## config.mk

```make
export PLATFORM = sky130hd
export DESIGN_NAME = midpoint_circle_rasterizer
export DESIGN_NICKNAME = d
export VERILOG_FILES = /design/src/rtl/mcr_pkg.sv /design/src/rtl/mcr_step.sv /design/src/rtl/midpoint_circle_rasterizer.sv
export SDC_FILE = /design/constraint.sdc
export NUM_CORES = 1
export LEC_CHECK = 0
export BUFFER_PORTS_ARGS = -buffer_cell sky130_fd_sc_hd__buf_2
export CAP_MARGIN = 25
export CORE_MARGIN = 2
export CORE_UTILIZATION = 44
export DETAILED_ROUTE_END_ITERATION = 10
export HOLD_SLACK_MARGIN = 0.03
export PLACE_DENSITY_LB_ADDON = 0.15
export SYNTH_ARGS = -nofsm -noshare
export SYNTH_HDL_FRONTEND = slang
export SYNTH_SLANG_ARGS = --single-unit
```

## constraint.sdc

```tcl
create_clock -name clk_i -period 10.7 [get_ports clk_i]
set_input_delay 2.14 -clock clk_i [delete_from_list [all_inputs] [get_ports clk_i]]
set_output_delay 2.14 -clock clk_i [all_outputs]
set_load 0.01 [all_outputs]
```

## src/rtl/mcr_pkg.sv

```systemverilog
// Shared types and constants for the midpoint circle rasterizer.
package mcr_pkg;

  localparam int unsigned CoordW = 12;
  localparam int unsigned PixW   = 13;
  localparam int unsigned RadW   = 10;
  localparam int unsigned DecW   = 16;

  localparam int unsigned InDataW  = 40;
  localparam int unsigned OutDataW = 32;

  // Decision update terms: 5-4r at start, (2(x-y)+5)*4 and (2x+3)*4 per step.
  localparam logic [DecW-1:0] DecInit     = 16'd5;
  localparam logic [DecW-1:0] DecDiagTerm = 16'd20;
  localparam logic [DecW-1:0] DecAxisTerm = 16'd12;

  localparam logic [1:0] AxisLastSlot = 2'd3;
  localparam logic [2:0] OctLastSlot  = 3'd7;
  localparam logic [2:0] OctFirstSlot = 3'd0;

  typedef enum logic {
    CMD_START = 1'b0,
    CMD_NEXT  = 1'b1
  } mcr_cmd_e;

  typedef struct packed {
    logic signed [CoordW-1:0] center_x;
    logic signed [CoordW-1:0] center_y;
    logic [RadW-1:0]          offset_x;
    logic [RadW-1:0]          offset_y;
    logic [DecW-1:0]          decision;
    logic [2:0]               mirror_slot;
    logic                     axis_phase;
    logic                     active;
  } mcr_state_t;

  typedef struct packed {
    logic                   valid_res;
    logic signed [PixW-1:0] pixel_x;
    logic signed [PixW-1:0] pixel_y;
    logic                   last;
  } mcr_pixel_t;

endpackage

```

## src/rtl/mcr_step.sv

```systemverilog
// Combinational step: one request against the tracer state gives one pixel and the next state.
module mcr_step (
  input  mcr_pkg::mcr_state_t              state_i,
  input  mcr_pkg::mcr_cmd_e                cmd_i,
  input  logic signed [mcr_pkg::CoordW-1:0] center_x_i,
  input  logic signed [mcr_pkg::CoordW-1:0] center_y_i,
  input  logic [mcr_pkg::RadW-1:0]          radius_i,
  output mcr_pkg::mcr_state_t              state_o,
  output mcr_pkg::mcr_pixel_t              pixel_o
);
  import mcr_pkg::*;

  mcr_state_t          cur;
  mcr_state_t          nxt;
  logic [RadW-1:0]     x;
  logic [RadW-1:0]     y;
  logic [DecW-1:0]     d;
  logic [RadW-1:0]     pa;
  logic [RadW-1:0]     pb;
  logic signed [PixW-1:0] a;
  logic signed [PixW-1:0] b;
  logic signed [PixW-1:0] mag;
  logic [1:0]          s2;
  logic                fin;

  always_comb begin
    cur = state_i;
    // Start drops any running circle and loads a fresh one.
    if (cmd_i == CMD_START) begin
      cur.center_x    = center_x_i;
      cur.center_y    = center_y_i;
      cur.offset_x    = '0;
      cur.offset_y    = radius_i;
      cur.decision    = DecInit - {4'b0000, radius_i, 2'b00};
      cur.mirror_slot = '0;
      cur.axis_phase  = 1'b1;
      cur.active      = 1'b1;
    end

    nxt = cur;
    x   = cur.offset_x;
    y   = cur.offset_y;
    d   = cur.decision;
    pa  = '0;
    pb  = '0;
    a   = '0;
    b   = '0;
    s2  = cur.mirror_slot[1:0];
    mag = $signed({3'b000, cur.offset_y});
    fin = 1'b0;
    pixel_o = '0;

    if (cur.active) begin
      if (cur.axis_phase) begin
        if (!s2[1]) begin
          b = s2[0] ? -mag : mag;
        end else begin
          a = s2[0] ? -mag : mag;
        end
        fin = (s2 == AxisLastSlot) && !(cur.offset_y > cur.offset_x);
        if (s2 == AxisLastSlot) begin
          nxt.axis_phase  = 1'b0;
          nxt.mirror_slot = OctFirstSlot;
        end else begin
          nxt.mirror_slot = {1'b0, s2} + 3'd1;
        end
      end else begin
        // Advance the decision once per group of eight mirrored points.
        if (cur.mirror_slot == OctFirstSlot) begin
          if (!d[DecW-1]) begin
            d = d + (({6'b0, x} - {6'b0, y}) << 3) + DecDiagTerm;
            x = x + 1'b1;
            y = y - 1'b1;
          end else begin
            d = d + ({6'b0, x} << 3) + DecAxisTerm;
            x = x + 1'b1;
          end
        end
        nxt.offset_x = x;
        nxt.offset_y = y;
        nxt.decision = d;
        pa = cur.mirror_slot[2] ? y : x;
        pb = cur.mirror_slot[2] ? x : y;
        a  = cur.mirror_slot[0] ? -$signed({3'b000, pa}) : $signed({3'b000, pa});
        b  = cur.mirror_slot[1] ? -$signed({3'b000, pb}) : $signed({3'b000, pb});
        fin = (cur.mirror_slot == OctLastSlot) && !(y > x);
        nxt.mirror_slot = cur.mirror_slot + 3'd1;
      end
      if (fin) begin
        nxt.active = 1'b0;
      end
      pixel_o.valid_res = 1'b1;
      pixel_o.pixel_x   = $signed({cur.center_x[CoordW-1], cur.center_x}) + a;
      pixel_o.pixel_y   = $signed({cur.center_y[CoordW-1], cur.center_y}) + b;
      pixel_o.last      = fin;
    end
    state_o = nxt;
  end

endmodule

```

## src/rtl/midpoint_circle_rasterizer.sv

```systemverilog
// Top level of the midpoint circle rasterizer: request register, tracer state, pixel register.
//
// Usage: each request on the slave stream gives exactly one result on the master stream.
// s_axis_tuser selects the command: start a circle (center and radius in s_axis_tdata)
// or ask for the next pixel of the running circle. Pixels come out as the four axis
// points, then eight mirrored points per decision step; m_axis_tlast marks the final
// pixel. A next request with no circle running returns m_axis_tuser = 0 and zero data.
// A start while a circle runs drops it and begins the new one.
// The request register holds an accepted request; the step logic then updates the tracer state
// and the pixel register captures the result, which is then offered on the master stream.
// Throughput: one request per cycle while m_axis_tready does not stall it, set by the step
// logic that updates the tracer state between the two registers.
// Stall: when m_axis_tready is low the pixel register holds, the request register
// fills, and s_axis_tready drops; no request is lost or repeated.
// Reset: rst_ni clears both registers' valid flags and the tracer state (idle).
module midpoint_circle_rasterizer (
  input  logic                           clk_i,
  input  logic                           rst_ni,
  input  logic                           s_axis_tvalid,
  output logic                           s_axis_tready,
  // [11:0] center_x, [23:12] center_y, [33:24] radius, [39:34] zero
  input  logic [mcr_pkg::InDataW-1:0]    s_axis_tdata,
  // [0] cmd
  input  logic                           s_axis_tuser,
  output logic                           m_axis_tvalid,
  input  logic                           m_axis_tready,
  // [12:0] pixel_x, [25:13] pixel_y, [31:26] zero
  output logic [mcr_pkg::OutDataW-1:0]   m_axis_tdata,
  // [0] valid_res
  output logic                           m_axis_tuser,
  output logic                           m_axis_tlast
);
  import mcr_pkg::*;

  logic                  req_valid_q;
  logic                  req_valid_d;
  logic [InDataW-1:0]    req_data_q;
  logic                  req_cmd_q;
  logic                  res_valid_q;
  logic                  res_valid_d;
  mcr_pixel_t            res_q;
  mcr_state_t            state_q;
  mcr_state_t            state_d;
  mcr_pixel_t            pixel;
  logic                  out_free;
  logic                  step_en;
  logic                  s_fire;

  assign out_free      = !res_valid_q || m_axis_tready;
  assign step_en       = req_valid_q && out_free;
  assign s_axis_tready = !req_valid_q || out_free;
  assign s_fire        = s_axis_tvalid && s_axis_tready;
  assign req_valid_d   = s_fire || (req_valid_q && !out_free);
  assign res_valid_d   = step_en || (res_valid_q && !m_axis_tready);

  mcr_step u_step (
    .state_i    (state_q),
    .cmd_i      (mcr_cmd_e'(req_cmd_q)),
    .center_x_i (req_data_q[11:0]),
    .center_y_i (req_data_q[23:12]),
    .radius_i   (req_data_q[33:24]),
    .state_o    (state_d),
    .pixel_o    (pixel)
  );

  always_ff @(posedge clk_i or negedge rst_ni) begin
    if (!rst_ni) begin
      req_valid_q <= 1'b0;
      res_valid_q <= 1'b0;
      state_q     <= '0;
    end else begin
      req_valid_q <= req_valid_d;
      res_valid_q <= res_valid_d;
      if (step_en) begin
        state_q <= state_d;
      end
    end
  end

  // Payload registers: request data loads on accept, the pixel on each step; both hold otherwise.
  always_ff @(posedge clk_i) begin
    if (s_fire) begin
      req_data_q <= s_axis_tdata;
      req_cmd_q  <= s_axis_tuser;
    end
    if (step_en) begin
      res_q <= pixel;
    end
  end

  assign m_axis_tvalid = res_valid_q;
  assign m_axis_tdata  = {6'b000000, res_q.pixel_y, res_q.pixel_x};
  assign m_axis_tuser  = res_q.valid_res;
  assign m_axis_tlast  = res_q.last;

endmodule

```

---- After elaboration in Yosys (flattened, before gate mapping) ----
Cells that the tools add are included.
cells by class
  add/subtract/negate cells ............... 15
  magnitude comparators ................... 2
  muxes and demuxes ....................... 31
  equality and inequality tests ........... 2
  reductions and logical operators ........ 17
operators with widths
  cell                                                                   count
  13-bit two-way mux                                                     9
  10-bit two-way mux                                                     9
  65-bit two-way mux                                                     1
  41-bit two-way mux                                                     1
  10-bit negator with 13-bit output                                      3
  36-bit two-way mux                                                     1
  16-bit two-way mux                                                     2
  28-bit two-way mux                                                     1
  12-bit by 13-bit adder with 13-bit output                              2
  10-bit > comparator                                                    2
  16-bit by 13-bit adder with 16-bit output                              1
  16-bit adder                                                           1
  16-bit by 4-bit adder with 16-bit output (second input constant)       1
  16-bit by 5-bit adder with 16-bit output (second input constant)       1
  3-bit by 12-bit subtractor with 13-bit output (first input constant)   1
  10-bit by 10-bit subtractor with 11-bit output                         1
  10-bit by 1-bit adder with 10-bit output (second input constant)       1
  10-bit by 1-bit subtractor with 10-bit output (second input constant)  1
  1-bit logical AND                                                      6
  1-bit zero test                                                        6
  3-bit two-way mux                                                      2
  1-bit two-way mux                                                      5
  1-bit logical OR                                                       4
  2-bit by 1-bit adder with 3-bit output (second input constant)         1
  4 further kinds                                                        4
storage, ports and cells
  word-level logic and storage cells ...... 83
  input bits .............................. 45
  output and inout bits ................... 36
  register bits after elaboration ......... 130

---- Logic depth before layout (Yosys ltp) ----
  depth after elaboration ................. 14
  gate-level depth with buffers ........... 29
  depth with buffers taken out ............ 22

---- Hierarchy ----
A second synthesis with hierarchy kept.
unflattened totals
  cells, all modules ...................... 1126
  area, all modules ....................... 10924.2 um2
by module, submodules not included
  module                      cells each  times used  seq. area each (um2)  area an instance (um2)
  mcr_step                    910         1           0.0                   6282.3
  midpoint_circle_rasterizer  216         1           3568.4                4642.0

---- Worst setup path before layout ----
No wires, ideal clock.
  path type ............................... register -> register
  from .................................... reg req_cmd_q
  to ...................................... reg res_q, in the netlist m_axis_tdata[25] (data pin)
  library setup time ...................... 0.266 ns
  stages on the path, launching flop included .. 30
  data required time ...................... 10.434 ns
  arrival ................................. 5.624 ns
  period minus slack after synthesis ...... 5.890 ns
  buffers on the path ..................... 7
  path slack .............................. 4.810 ns
  cells stage by stage .................... edfxtp_1 > buf_2 > buf_2 > buf_2 > buf_2 > buf_1 > nand2_1 > clkbuf_1 > ha_1 > clkbuf_1 > inv_1 > nor2_1 > nand2_1 > a211o_1 > and2_1 > ha_1 > nand2_1 > o21ai_0 > a22o_1 > a21oi_1 > ha_1 > a21o_1 > a21o_1 > a21oi_1 > o21ai_0 > a211o_1 > a21oi_1 > xnor2_1 > xnor2_1 > nor2_1
between the ends
  longest elaborated chain between the ends .. 12
RTL lines
  element                                        line                              RTL
  from (decl)                                    midpoint_circle_rasterizer.sv:38  logic req_cmd_q;
  from (signal assigned)                         midpoint_circle_rasterizer.sv:84  req_cmd_q <= s_axis_tuser;
  65-bit two-way mux *                           mcr_step.sv:29                    if (cmd_i == CMD_START) begin
  10-bit by 1-bit subtractor with 10-bit output  mcr_step.sv:73                    y = y - 1'b1;
  10-bit two-way mux                             mcr_step.sv:70                    if (!d[DecW-1]) begin
  10-bit two-way mux                             mcr_step.sv:69                    if (cur.mirror_slot == OctFirstSlot) begin
  10-bit two-way mux                             mcr_step.sv:54                    if (cur.axis_phase) begin
  10-bit two-way mux                             mcr_step.sv:53                    if (cur.active) begin
  10-bit two-way mux                             mcr_step.sv:83                    pb = cur.mirror_slot[2] ? x : y;
  10-bit negator with 13-bit output              mcr_step.sv:85                    b = cur.mirror_slot[1] ? -$signed({3'b000, pb}) : $signed({3'b000, pb});
  13-bit two-way mux                             mcr_step.sv:85
  13-bit two-way mux                             mcr_step.sv:54
  13-bit two-way mux                             mcr_step.sv:53
  12-bit by 13-bit adder with 13-bit output      mcr_step.sv:94                    pixel_o.pixel_y = $signed({cur.center_y[CoordW-1], cur.center_y}) + b;
  to (signal assigned)                           midpoint_circle_rasterizer.sv:87  res_q <= pixel;
  to (decl)                                      midpoint_circle_rasterizer.sv:41  mcr_pixel_t res_q;
Mark *: on every way between the ends. The rest lies on a longest branch, timed or not. The select of a mux whose other input is x is not followed.
A chain may end at the register's enable or synchronous reset.

---- Final worst setup path ----
Same ends and word-level chain as after synthesis.

==> summary.md <==
| Metric | Value |
|---|---|
| Ys flop type | dfrtp_1 |
| Area growth syn-to-layout | 11.7% |
| CP Cell Sequence | buf_4 > nand2_1 > ha_1 > inv_1 > nor2_1 > nand2_1 > a211o_1 > and2_1 > ha_1 > nand2_1 > o21ai_0 > a22o_1 > a21oi_1 > ha_1 > a21o_1 > a21o_1 > a21oi_1 > o21ai_0 > a211o_1 > a21oi_1 > xnor2_1 > xnor2_1 > nor2_1 |
| Via density | approximately 5.6 |
| Top delay family on crit path | compound AO/OA/AOI/OAI gates |
| Worst-path fanout max | 57 |
| Final Hold Vio Count | 0 |
| Pwr Density | between 200 and 250 nW/µm² |
| Post-route DRC | 0 |
| Number of global-route vias before repair | between 7k and 8k |
| Buffer depth of the longest clock path | 2 |
| Worst slew margin | 0.401 |
| Peak supply drop | between 0.1 and 0.15 mV |
| Ant diodes | 0 |
| Tmin final | 6.46 ns |
| First-pass GRT wire length | about 44000 µm |
| Port Buf Inserts | 68 |
| Row count | 56 |
| Post-Syn Instances | around 1.1k |
| Pin count of the biggest net entering global routing | 66 |
| Detail Route met2 WL | 12100 µm |
| GRT Residual Overflow | 0 |
| Delay of the slowest cell on the worst path | 0.55 ns |
| CTS Hold Bufs | 0 |
| Max-slew violations | 0 |
| Synth Cell Area | around 10000 µm² |
| Tcrit/Tclk final | 0.604 |
| Clock sink count | approximately 130 |
| Metal-1 WL | 13800 µm |
| Total wire length | 27800 µm |
| Wirelength per Cell | approximately 18 µm |
| Post-CTS setup buffers | 0 |
| Share of cells above drive strength 1 | 0.159 |
| I/O Pins | between 80 and 90 |
| Hold_ws | 0.476 ns |
| PostCTS Resize Cnt | 0 |
| CP Capture Type | flop |
| Asr flop ratio synth | 0.508 |
| Worst-Margin Slew | roughly 0.87 ns |
| CP Data Arrival Time | 6.63 ns |
| Final GP Congestion | about 0.94 |
| Gr usage total | 0.232 |
| H-Tree Depth | 4 |
| Top Metal Used | met4 |
| Post-detail-place hpwl | 20800 µm |
| Max frequency | roughly 150 MHz |
| Final setup fails | 0 |
| Die Width | 158 µm |
| Sequential area share after synthesis | 0.338 |
| CTS tree | done |
| Outcome | completed |
| Nets | 1341 |
| Synthesized area per cell | 9.15 µm² |
| Pre-Repair DR Iteration Count | 5 |
| Max-Cap Viols | 0 |
| DR vias | 8462 |
| Tightest Hold Check Type | reg -> reg |
| Distinct cells, synth | 83 |
| Initial antenna violation count | 0 |
| Final design utilization | 0.499 |
| Synthesized flop and latch total | 128 |
| DIE AREA | 24900 µm² |
| CP Launch Type | flop |
| Post-route ant nets | 0 |
| CTS Buf Count | 17 |
| Layout Skew | 0.0185 ns |
| RSZ-0062 raised after global routing | false |
| Clk_lat worst skew | 0.43 ns |
| P_leak | 5.11 nW |
| CTS clk-pin slew, worst paths | approximately 0.060 ns |
| Fin Setup TNS | 0 ns |
| WL met3 | 1470 µm |
| Worst path slowest cell | nor2_1 |
| Kind of critical path | reg -> reg |
| Synth warn | 0 |
| Die H | about 160 µm |
| WP buf/inv | 2 |
| Starting Density | 0.447 |
| Post-synth EDFFs | 63 |
| Filler cells | 2247 |
| Worst endpoint required time | ~11 ns |
| Drt first-iter violations | 684 |
| Core ar. | ~23000 µm² |
| Root Driver | clkbuf_16 |
logic make-up (layout without fill, tap and decap cells):
group	count (synthesis)	after routing	synth area share
other	1	6	0.000360
AND/OR/NAND/NOR	340	340	0.155
AO/OA/AOI/OAI	289	289	0.179
buffers and inverters	113	174	0.0455
flip-flops	128	128	0.338
adder cells (fa/ha/maj)	104	104	0.128
multiplexers	68	68	0.0729
XOR/XNOR	96	96	0.0807
cells in the mapped netlist (7+ instances only):
cell / instances / area [µm²]
buf_2: 7 / 35.0
a21oi_1: 71 / 355
or2_2: 7 / 43.8
o22ai_1: 14 / 87.6
edfxtp_1: 63 / 1890
xnor2_1: 68 / 596
nor2_1: 92 / 345
nand3_1: 28 / 140
nor2b_1: 8 / 50.1
clkbuf_1: 35 / 131
inv_1: 55 / 206
o21ai_0: 89 / 445
and2_1: 11 / 68.8
buf_4: 7 / 52.6
a21o_1: 24 / 180
nand4_1: 8 / 50.1
o211ai_1: 9 / 67.6
nand2b_1: 13 / 81.3
mux2_2: 50 / 563
mux2i_1: 16 / 160
nor3_1: 20 / 100
xor2_1: 28 / 245
or3_1: 9 / 56.3
nand2_1: 117 / 439
dfrtp_1: 65 / 1630
ha_1: 99 / 1240
cell usage in the layout (no fill, tap or decap), drive strengths merged, types with 9 or more instances in the layout:
cell type	n
nand2	117
ha	99
nor2	92
o21ai	90
buf	82
a21oi	71
xnor2	68
inv	66
dfrtp	65
edfxtp	63
mux2	50
nand3	29
xor2	28
a21o	24
nor3	21
mux2i	18
clkbuf	17
o22ai	14
nand2b	13
and2	11
or3	9
o211ai	9
routing by layer:
| metal | vias to the layer above | GRT usage |
|---|---|---|
| met2 | 228 | 0.343 |
| met4 | 0 | 0.0554 |
| met3 | 30 | 0.0416 |
| li1 | 4204 | - |
| met5 | - | 0 |
| met1 | 4000 | 0.349 |
metrics by stage:
stage	cells	total power, W	instance area (µm²)	setup slack (ns)
2_1_floorplan	1144	0.00161	10400	4.81
3_3_place_gp	1491	0.00189	11000	4.49
3_5_place_dp	1491	0.00191	11000	4.43
4_1_cts	1523	0.00251	11600	4.39
5_1_grt	1524	0.00271	11600	3.91
6_report	1524	0.00251	11600	4.24
flip-flops by register name (all words and copies together) (netlist names):
name / flops
m_axis_tdata: 26
state_q: 63
m_axis_tlast: 1
req_data_q: 34
m_axis_tuser: 1
req_valid_q: 1
req_cmd_q: 1
m_axis_tvalid: 1
worst register-to-register path, stage by stage, from the launching register on:
cell and delay (ns):
edfxtp_1 0.35, buf_4 0.36, nand2_1 0.51, ha_1 0.50, inv_1 0.17, nor2_1 0.55, nand2_1 0.45, a211o_1 0.45
and2_1 0.19, ha_1 0.23, nand2_1 0.07, o21ai_0 0.09, a22o_1 0.25, a21oi_1 0.17, ha_1 0.29, a21o_1 0.21
a21o_1 0.20, a21oi_1 0.21, o21ai_0 0.17, a211o_1 0.29, a21oi_1 0.18, xnor2_1 0.15, xnor2_1 0.13, nor2_1 0.05
power by group:
group / internal (W) / total (W) / switching, W
sequential: 0.000661 / 0.000733 / 0.0000714
clock: 0.000332 / 0.000592 / 0.000260
combinational: 0.000504 / 0.00118 / 0.000677
total: 0.00150 / 0.00251 / 0.00101
layout make-up:
| type | instances | area (µm²) | share of cell area |
|---|---|---|---|
| inverter | 60 | 225 | 0.0194 |
| multi-input combinational | 903 | 6440 | 0.554 |
| clock buffer | 17 | 425 | 0.0366 |
| tap | 319 | 399 | 0.0343 |
| sequential | 128 | 3520 | 0.302 |
| clock inverter | 15 | 166 | 0.0143 |
| timing repair buffer | 82 | 458 | 0.0394 |
worst paths after layout:
path | to | cells after the start | slack (ns) | start
setup / recovery | m_axis_tdata[25] | 23 | 4.24 | req_cmd_q
hold / removal | state_q[52] | 2 | 0.48 | state_q[52]
setup reg to reg | m_axis_tdata[25] | 23 | 4.24 | req_cmd_q
hold reg to reg | state_q[52] | 2 | 0.48 | state_q[52]
max in group asynchronous | state_q[24] | 3 | 8.38 | rst_ni
min in group asynchronous | state_q[51] | 2 | 1.73 | rst_ni
No activity file was read; power rests on OpenSTA's default activity.
